### src/rtl/core/spq_pkg.sv
// spq_pkg: shared types and constants for the sorted priority queue.
// No dependencies; imported by every module of the block.
package spq_pkg;

    localparam int DEPTH_DEF     = 16;
    localparam int DATA_W        = 32;
    localparam int ENTRY_COUNT_W = 7;
    localparam int REQ_W         = 2;

    // Request codes carried on the input tuser
    typedef enum logic [REQ_W-1:0] {
        REQ_INSERT = 2'd0,
        REQ_DUMP   = 2'd1,
        REQ_CLEAR  = 2'd2,
        REQ_NONE   = 2'd3
    } t_req_type;

    // What every cell does in a cycle
    typedef enum logic [1:0] {
        OP_HOLD,
        OP_INSERT,
        OP_ROTATE
    } t_cell_op;

    typedef struct packed {
        logic signed [DATA_W-1:0] value;
        logic signed [DATA_W-1:0] prio;
    } t_entry;

    // Broadcast to the whole row of cells
    typedef struct packed {
        t_cell_op op;
        t_entry   new_entry;
    } t_cell_ctl;

endpackage

### src/rtl/core/spq_cell.sv
// spq_cell: one slot of the sorted chain (entry storage, compare, shift).
// Depends on spq_pkg.
module spq_cell
    import spq_pkg::*;
(
    input  logic      i_clk,
    input  t_cell_ctl i_ctl,
    input  logic      i_valid,      // slot lies below the fill count
    input  logic      i_prev_ge,    // upstream slot keeps its entry on insert
    input  t_entry    i_prev,
    input  logic      i_next_valid,
    input  t_entry    i_next,
    input  t_entry    i_head,       // slot 0, wraps around on rotate
    output t_entry    o_entry,
    output logic      o_ge
);

    t_entry r_entry;
    t_entry n_entry;

    // Signed compare; ties stay ahead of the newcomer
    assign o_ge    = i_valid && (r_entry.prio >= i_ctl.new_entry.prio);
    assign o_entry = r_entry;

    always_comb begin
        n_entry = r_entry;
        case (i_ctl.op)
            OP_INSERT: begin
                if (!o_ge) begin
                    n_entry = i_prev_ge ? i_ctl.new_entry : i_prev;
                end
            end
            OP_ROTATE: begin
                n_entry = i_next_valid ? i_next : i_head;
            end
            default: begin
                n_entry = r_entry;
            end
        endcase
    end

    always_ff @(posedge i_clk) begin
        r_entry <= n_entry;
    end

endmodule

### src/rtl/core/sorted_priority_queue_top.sv
// Sorted priority queue: top level, row of spq_cell slots plus request control.
// Depends on spq_pkg and spq_cell.
//
// Keeps up to DEPTH (value, priority) entries in descending priority order in a
// row of identical cells; slot 0 holds the highest priority. An insert (tuser 0)
// is placed behind every entry of greater or equal priority, so equal priorities
// leave in arrival order; every cell compares against the newcomer in parallel and
// either keeps, takes the newcomer, or takes its upstream neighbor, so an insert
// finishes in the cycle it is accepted and gives one status result. An insert
// into a full queue changes nothing and reports overflow. A dump (tuser 1) streams
// one entry per cycle from slot 0, pausing while the receiver stalls, as the
// occupied cells rotate one place toward slot 0; after entry_count steps the row
// is back in order. No new request is taken while a dump of a non-empty queue
// streams; a dump of an empty queue gives one result, flagged empty. Clear
// (tuser 2) zeroes the fill count and returns one result; code 3 is taken and
// dropped. The output sits in a single register; a new request is taken while
// that register is empty or being drained in the same cycle.
module sorted_priority_queue_top
    import spq_pkg::*;
#(
    parameter int DEPTH = DEPTH_DEF     // 1 .. 64
)(
    input  logic        i_clk,
    input  logic        i_rst_n,
    // request side
    input  logic        i_s_axis_tvalid,
    output logic        o_s_axis_tready,
    input  logic [63:0] i_s_axis_tdata,  // [31:0] item_value, [63:32] item_priority
    input  logic [1:0]  i_s_axis_tuser,  // [1:0] req_type
    // result side
    output logic        o_m_axis_tvalid,
    input  logic        i_m_axis_tready,
    output logic [71:0] o_m_axis_tdata,  // [31:0] out_value, [63:32] out_priority,
                                         // [70:64] entry_count, [71] zero
    output logic        o_m_axis_tlast,  // is_last
    output logic [1:0]  o_m_axis_tuser   // [0] is_empty, [1] overflow
);

    localparam int CNT_W = $clog2(DEPTH + 1);

    typedef enum logic {
        ST_IDLE,
        ST_DUMP
    } t_state;

    t_state           r_state;
    logic [CNT_W-1:0] r_count;     // entries held
    logic [CNT_W-1:0] r_remain;    // entries still to stream in a dump

    // output register
    logic               r_out_valid;
    t_entry             r_out_entry;
    logic [CNT_W-1:0]   r_out_count;
    logic               r_out_last;
    logic               r_out_empty;
    logic               r_out_ovf;

    t_cell_ctl          ctl;
    t_entry             cell_entry [DEPTH];
    logic [DEPTH-1:0]   cell_ge;
    logic [DEPTH-1:0]   cell_valid;

    logic      slot_free;
    logic      req_acc;
    t_req_type req;
    logic      full;
    logic      out_load;   // a result enters the output register this cycle

    assign slot_free       = !r_out_valid || i_m_axis_tready;
    assign o_s_axis_tready = (r_state == ST_IDLE) && slot_free;
    assign req_acc         = i_s_axis_tvalid && o_s_axis_tready;
    assign req             = t_req_type'(i_s_axis_tuser);
    assign full            = (r_count == CNT_W'(DEPTH));
    assign out_load        = (req_acc && req != REQ_NONE &&
                              !(req == REQ_DUMP && r_count != '0)) ||
                             (r_state == ST_DUMP && slot_free);

    // cell control: insert on an accepted insert with room, rotate while streaming
    always_comb begin
        ctl.new_entry.value = i_s_axis_tdata[31:0];
        ctl.new_entry.prio  = i_s_axis_tdata[63:32];
        ctl.op              = OP_HOLD;
        if (req_acc && req == REQ_INSERT && !full) begin
            ctl.op = OP_INSERT;
        end else if (r_state == ST_DUMP && slot_free) begin
            ctl.op = OP_ROTATE;
        end
    end

    // row of cells
    for (genvar g = 0; g < DEPTH; g++) begin : g_cell
        logic   prev_ge;
        t_entry prev_e;
        logic   next_v;
        t_entry next_e;

        assign cell_valid[g] = (CNT_W'(g) < r_count);

        if (g == 0) begin : g_first
            assign prev_ge = 1'b1;
            assign prev_e  = cell_entry[0];
        end else begin : g_mid
            assign prev_ge = cell_ge[g-1];
            assign prev_e  = cell_entry[g-1];
        end

        if (g == DEPTH - 1) begin : g_last
            assign next_v = 1'b0;
            assign next_e = cell_entry[0];
        end else begin : g_inner
            assign next_v = cell_valid[g+1];
            assign next_e = cell_entry[g+1];
        end

        spq_cell u_cell (
            .i_clk        (i_clk),
            .i_ctl        (ctl),
            .i_valid      (cell_valid[g]),
            .i_prev_ge    (prev_ge),
            .i_prev       (prev_e),
            .i_next_valid (next_v),
            .i_next       (next_e),
            .i_head       (cell_entry[0]),
            .o_entry      (cell_entry[g]),
            .o_ge         (cell_ge[g])
        );
    end

    // control state and output register
    always_ff @(posedge i_clk) begin
        if (!i_rst_n) begin
            r_state     <= ST_IDLE;
            r_count     <= '0;
            r_remain    <= '0;
            r_out_valid <= 1'b0;
        end else begin
            if (out_load) begin
                r_out_valid <= 1'b1;
            end else if (i_m_axis_tready) begin
                r_out_valid <= 1'b0;
            end
            unique case (r_state)
                ST_IDLE: begin
                    if (req_acc) begin
                        case (req)
                            REQ_INSERT: begin
                                r_out_entry <= '0;
                                r_out_last  <= 1'b1;
                                r_out_empty <= 1'b0;
                                r_out_ovf   <= full;
                                r_out_count <= full ? r_count : r_count + 1'b1;
                                if (!full) begin
                                    r_count <= r_count + 1'b1;
                                end
                            end
                            REQ_DUMP: begin
                                if (r_count == '0) begin
                                    r_out_entry <= '0;
                                    r_out_last  <= 1'b1;
                                    r_out_empty <= 1'b1;
                                    r_out_ovf   <= 1'b0;
                                    r_out_count <= '0;
                                end else begin
                                    r_remain <= r_count;
                                    r_state  <= ST_DUMP;
                                end
                            end
                            REQ_CLEAR: begin
                                r_count     <= '0;
                                r_out_entry <= '0;
                                r_out_last  <= 1'b1;
                                r_out_empty <= 1'b0;
                                r_out_ovf   <= 1'b0;
                                r_out_count <= '0;
                            end
                            default: begin
                                // unused code: taken, no result
                            end
                        endcase
                    end
                end
                ST_DUMP: begin
                    if (slot_free) begin
                        r_out_entry <= cell_entry[0];
                        r_out_last  <= (r_remain == CNT_W'(1));
                        r_out_empty <= 1'b0;
                        r_out_ovf   <= 1'b0;
                        r_out_count <= r_count;
                        r_remain    <= r_remain - 1'b1;
                        if (r_remain == CNT_W'(1)) begin
                            r_state <= ST_IDLE;
                        end
                    end
                end
                default: begin
                    r_state <= ST_IDLE;
                end
            endcase
        end
    end

    assign o_m_axis_tvalid       = r_out_valid;
    assign o_m_axis_tdata[31:0]  = r_out_entry.value;
    assign o_m_axis_tdata[63:32] = r_out_entry.prio;
    assign o_m_axis_tdata[70:64] = ENTRY_COUNT_W'(r_out_count);
    assign o_m_axis_tdata[71]    = 1'b0;
    assign o_m_axis_tlast        = r_out_last;
    assign o_m_axis_tuser        = {r_out_ovf, r_out_empty};

endmodule

### config.mk
export PLATFORM = sky130hd
export DESIGN_NAME = sorted_priority_queue_top
export DESIGN_NICKNAME = d
export VERILOG_FILES = /design/src/rtl/core/spq_pkg.sv /design/src/rtl/core/spq_cell.sv /design/src/rtl/core/sorted_priority_queue_top.sv
export SDC_FILE = /design/constraint.sdc
export NUM_CORES = 2
export LEC_CHECK = 0
export BUFFER_PORTS_ARGS = -buffer_cell sky130_fd_sc_hd__buf_2
export CORE_UTILIZATION = 40
export DETAILED_ROUTE_END_ITERATION = 10
export HOLD_SLACK_MARGIN = 0.1
export PLACE_DENSITY_LB_ADDON = 0.3
export RECOVER_POWER = 25
export SETUP_SLACK_MARGIN = 0.4
export SLEW_MARGIN = 15
export SYNTH_ARGS = -nofsm -noshare
export SYNTH_HDL_FRONTEND = slang
export SYNTH_SLANG_ARGS = --single-unit
### constraint.sdc
create_clock -name i_clk -period 11.05 [get_ports i_clk]
set_input_delay 1.6575 -clock i_clk [delete_from_list [all_inputs] [get_ports i_clk]]
set_output_delay 1.6575 -clock i_clk [all_outputs]
set_load 0.01 [all_outputs]
* Yosys cells after proc, flatten, opt, wreduce, memory -nomap -nowiden
Cells that the tools add are included.
Storage, ports and cells: input port bits 70, logic and storage cells 266, register bits 1108, output and inout bits 77
Cells by class: order comparisons 32, $add $sub $neg 2, multiplexer cells 102, bitwise logic cells 1, reduce and logical (&&, ||, !) cells 56, equal/unequal tests 31
Operator list (number):
- 2-to-1 mux 64 bit | 49
- one-hot mux 64 bit (2 select lines) | 18
- greater-or-equal comparator 32 bit | 16
- < comparator 4 x 5 -> 1 bit (first input constant) | 8
- 2-to-1 mux 5 bit | 8
- != test 2 bit (second input constant) | 19
- one-hot mux 5 bit (2 select lines) | 3
- AND reduction 2 bit | 15
- logical AND 1 bit | 24
- < comparator 3 x 5 -> 1 bit (first input constant) | 4
- one-hot mux 5 bit (3 select lines) | 1
- 2-to-1 mux 1 bit | 14
- one-hot mux 1 bit (2 select lines) | 6
- < comparator 1 x 5 -> 1 bit (first input constant) | 2
- < comparator 2 x 5 -> 1 bit (first input constant) | 2
- AND reduction 5 bit | 2
- != test 2 x 1 -> 1 bit (second input constant) | 3
- != test 3 x 2 -> 1 bit (second input constant) | 2
- AND reduction 3 bit | 2
- nonzero test 2 bit | 3
- adder 5 x 1 -> 5 bit (second input constant) | 1
- == test 5 x 1 -> 1 bit (second input constant) | 1
- == test 5 bit (second input constant) | 1
- logical NOT 5 bit | 1
- other kinds (13) | 19

* Longest topological paths before layout
depth after elaboration 10, depth in mapped cells 13, gate-level depth less buffers 10

* By module
From an unflattened synthesis, not the netlist that was laid out.
Unflattened totals: cell total of the unflattened synthesis 7905, area total of the unflattened synthesis 80584.8 um^2
Modules (own cells, without submodules):
- spq_cell (g_cell[0].u_cell ...) | times used 11, area each 4802.1 um^2, cells each 474, sequential area each 1921.8 um^2
- spq_cell (g_cell[5].u_cell ...) | times used 5, area each 4803.4 um^2, cells each 478, sequential area each 1921.8 um^2
- sorted_priority_queue_top | times used 1, area each 3744.8 um^2, cells each 301, sequential area each 2402.3 um^2

* Worst setup path after synthesis
Ideal clock, no wire load.
path type in2reg, from in i_s_axis_tdata[45], to reg g_cell[12].u_cell.r_entry, in the netlist g_cell[12].u_cell.o_entry[0], enable pin, stages on the path 12, path buffers 3, required time 10476 ps, library setup time 574 ps, slack 1935 ps, arrival 8541 ps, path through clkbuf_1 inv_1 ha_1 nand4_1 nor4_1 a21boi_0 o41ai_1 a21o_1 a31o_2 buf_2 buf_4 o21ai_0
On the way: longest elaborated chain between the ends 4
Ends and longest elaborated chain:
- start: declaration | line sorted_priority_queue_top.sv:28 | input logic [63:0] i_s_axis_tdata,
- greater-or-equal comparator 32 bit | line spq_cell.sv:22 | assign o_ge = i_valid && (r_entry.prio >= i_ctl.new_entry.prio);
- logical AND 1 bit | line spq_cell.sv:22
- != test 2 bit (no source line)
- AND reduction 2 bit (no source line)
- end signal: assignment | line spq_cell.sv:43 | r_entry <= n_entry;
- end: declaration | line spq_cell.sv:18 | t_entry r_entry;
Every way passes these cells. A chain may end at the register's enable or synchronous reset.

==> results.sh <==
export IMPL_status="finished with violations"
export IMPL_violations="max-capacitance violations, max-slew violations"
export IMPL_finalCritPeriodShare=0.755
export IMPL_initial_core_util=0.403
export IMPL_synth_flop_cell="edfxtp_1"
export IMPL_worstRegToRegCells=8
export IMPL_cts_sinks=1108
export IMPL_fin_util=0.439
export IMPL_slowest_delay_ns=2.64
export IMPL_routed_wirelength_microns=297000
export IMPL_areaGrowthSynthToFinish_pct=8.92
export IMPL_grt_antenna_before_repair=26
export IMPL_drt_iter0_drc=10527
export IMPL_cpMaxStageDelayCell="clkbuf_1"
export IMPL_cp_num_buf_inv=4
export IMPL_synth_simple_area_share=0.142
export IMPL_dpl_hpwl_microns=176000
export IMPL_clk_latency_ns=0.81
export IMPL_ant_nets=0
export IMPL_startpoint_type="input pin"
export IMPL_drt_vias_per_instance=6.80
export IMPL_power_total_uw=10400
export IMPL_synth_mux_area_frac=0.0729
export IMPL_min_path_type="reg2reg"
export IMPL_syn_area_per_cell_sq_um=9.93
export IMPL_worst_setup_path_type="in2reg"
export IMPL_ios=147
export IMPL_register_area_sq_um=33200
export IMPL_r2r_start="r_state$_SDFF_PN0_"
export IMPL_die_x_microns=426
export IMPL_synth_top_family_by_area="compound AO/OA/AOI/OAI gates"
export IMPL_portBuffers=143
export IMPL_slew_viol_final=735
export IMPL_vias=64306
export IMPL_critPathCaptureType="flip-flop"
export IMPL_worstPathMaxFanout=72
export IMPL_synth_cell_types=73
export IMPL_rsz0062_at_grt="false"
export IMPL_period_needed_ns=8.34
export IMPL_syn_inst=7252
export IMPL_max_slew_margin=-1.99
export IMPL_timing_fmax_ghz=0.120
export IMPL_crit_path_cell_trace="clkbuf_1 > inv_1 > ha_1 > nand4_1 > a211oi_1 > or4b_1 > a32o_1 > nor2_4 > clkbuf_1 > buf_4 > o221ai_1"
export IMPL_cp_arrival_ns=8.83
export IMPL_max_cap_violations=17
export IMPL_finClkSkew_ns=0.0349
export IMPL_ys_seq_area_frac=0.460
export IMPL_synth_async_reset_ratio=0
export IMPL_tns_ns=0
export IMPL_finalHoldViolCount=0
export IMPL_power_leakage_uw=0.0297
export IMPL_synthAdderAreaFrac=0.0903
export IMPL_path_clk_slew_ns=0.06
export IMPL_grt_pass1_wl_microns=423000
export IMPL_cts_made_buffers=135
export IMPL_min_from="r_remain[1]$_SDFFE_PN0P_"
export IMPL_multiInputGateArea_sq_um=35900
export IMPL_wl_per_cell_microns=31.4
export IMPL_crit_top_cell="clkbuf_1"
export IMPL_routabilityCongestion=1.05
export IMPL_postCtsResizedCells=0
export IMPL_dp_slack_ns=3.25
export IMPL_grt_max_degree=208
export IMPL_setup_ws_ns=2.71
export IMPL_cp_data_required_time_ns=11.54
export IMPL_grt_use_total=0.317
export IMPL_cts_tree="done"
export IMPL_final_nets=7583
export IMPL_firstDrtPassIters=8
export IMPL_overflow=0
export IMPL_holdPathEnd="r_remain[1]$_SDFFE_PN0P_"
export IMPL_holdPathStages=2
export IMPL_htree_num_levels=4
export IMPL_hold_buffers=0
export IMPL_row_count=155
export IMPL_cp_top_family="buffers and inverters"
export IMPL_worst_slew_pin_slew_ns=4.48
export IMPL_r2r_end="g_cell[1].u_cell.o_entry[3]$_DFFE_PP_"
export IMPL_pwr_density_cell_nw_per_um2=133
export IMPL_grt_pass1_vias=58906
export IMPL_ctsLongestPathBuffers=3
export IMPL_synth_enable_flop_cells=1096
export IMPL_netlist_area_sq_um=72000
export IMPL_synth_seq_cells=1108
export IMPL_core_area_sq_um=179000
export IMPL_peakVddDrop_mv=0.115
export IMPL_fillCellCount=16857
export IMPL_rrSetupSlack_ns=3.08
export IMPL_cts_root_buf="clkbuf_16"
export IMPL_drc=0
export IMPL_synth_compound_area_frac=0.188
export IMPL_dieArea_sq_um=182000
export IMPL_dieHeight_microns=426
export IMPL_finalSetupViolCount=0
export IMPL_yosys_warnings=0
export IMPL_synth_xor_area_frac=0.000365
export IMPL_cts_setup_buffers=0
export IMPL_final_layout_size_suffix_gt1_frac=0.0568
report_power, final:
group / leakage [uW] / switching [uW] / internal, uW
registers: 0.0102 / 124 / 4800
logic: 0.0174 / 692 / 300
clock network: 0.00210 / 1980 / 2540
total: 0.0297 / 2800 / 7630
state kept, by name, indices dropped and copies added, names as in the netlist, 5 cells and up:
| name | count |
|---|---|
| g_cell.u_cell.o_entry | 1024 |
| r_count | 5 |
| o_m_axis_tdata | 64 |
| r_out_count | 5 |
| r_remain | 5 |
placed cells by master (no fill, tap or decap), types with 16 or more instances in the layout:
| cell | n |
|---|---|
| edfxtp_1 | 1096 |
| nand2_1 | 812 |
| a21oi_1 | 779 |
| nand3_1 | 545 |
| mux2i_1 | 521 |
| ha_1 | 520 |
| o221ai_1 | 511 |
| nor2_1 | 387 |
| o21ai_0 | 334 |
| a211oi_1 | 204 |
| nor2b_1 | 140 |
| clkbuf_16 | 136 |
| and3_1 | 132 |
| clkbuf_1 | 113 |
| clkinv_1 | 91 |
| nand4_1 | 89 |
| buf_4 | 80 |
| a21o_1 | 75 |
| inv_1 | 69 |
| o22ai_1 | 65 |
| buf_2 | 64 |
| nor3_1 | 26 |
| clkinv_2 | 22 |
| nand2b_1 | 21 |
| o211ai_1 | 19 |
| nor4_1 | 18 |
| buf_12 | 16 |
worst max-delay path by stage:
stage / startpoint / endpoint / depth (start not counted)
floorplan: i_s_axis_tdata[45] / g_cell[12].u_cell.o_entry[0]$_DFFE_PP_ / 12
global placement: i_s_axis_tdata[45] / g_cell[6].u_cell.o_entry[40]$_DFFE_PP_ / 12
detailed placement: i_s_axis_tdata[45] / g_cell[6].u_cell.o_entry[40]$_DFFE_PP_ / 12
CTS: i_s_axis_tdata[45] / g_cell[6].u_cell.o_entry[61]$_DFFE_PP_ / 12
global route: i_s_axis_tdata[45] / g_cell[14].u_cell.o_entry[58]$_DFFE_PP_ / 11
finish: i_s_axis_tdata[45] / g_cell[14].u_cell.o_entry[58]$_DFFE_PP_ / 11
cell families after synthesis:
family                   after synthesis
AND/OR/NAND/NOR                     2221
other                                  1
buffers and inverters                780
flip-flops                          1108
AO/OA/AOI/OAI                       2095
multiplexers                         524
adder cells (fa/ha/maj)              520
XOR/XNOR                               3
tightest hold or removal path: stages (launching register included):
cell     delay [ns]
dfxtp_1        0.35
a21oi_1        0.07
nor2_1         0.07
synth_stat cells (all sizes together), types with 5 or more instances:
cell type,number,area [sq um]
mux2i,521,5220
o2bb2ai,5,43.8
o21a,11,82.6
o22ai,65,407
nor4,19,119
a221oi,8,76.3
a21o,75,563
and3,132,826
ha,520,6510
nor3,26,130
nor3b,5,37.5
a31oi,13,96.3
o221ai,511,4480
or3,8,50.1
nand2,818,3070
edfxtp,1096,32900
o21ai,345,1730
nand2b,22,138
or2,5,31.3
o211ai,19,148
nand4,89,557
and4,11,96.3
inv,69,259
a2111oi,9,78.8
clkbuf,417,1570
a221o,5,50.1
a21oi,786,3940
buf,230,1270
dfxtp,12,240
nand3,546,2740
clkinv,64,240
a211oi,204,1530
nor2,390,1470
nor2b,140,876
per-layer routing:
metal,global-route usage,part of all wire,wire length (microns)
met5,0,0.00039,115
met4,0.168,0.059,17600
met3,0.0677,0.12,37000
met1,0.431,0.39,115000
met2,0.472,0.43,127000
cell type report:
type | instances | share of cell area
multi-input combinational | 5366 | 0.458
sequential | 1108 | 0.423
clock buffer | 163 | 0.0447
tap | 2355 | 0.0376
timing repair buffer | 249 | 0.0204
clock inverter | 79 | 0.0102
inverter | 133 | 0.00638
antenna | 10 | 0.000319
metrics by stage:
| stage | hold WS (ns) | cell area [sq um] | instances |
|---|---|---|---|
| after floorplan | 0.480 | 72000 | 7254 |
| after global placement | 0.504 | 74400 | 9210 |
| after CTS | 0.528 | 78700 | 9453 |
| final | 0.527 | 78500 | 9463 |
| after global routing | 0.556 | 78500 | 9459 |
| after detailed placement | 0.519 | 74400 | 9211 |
Note: power is estimated with default switching activity, not from simulation.
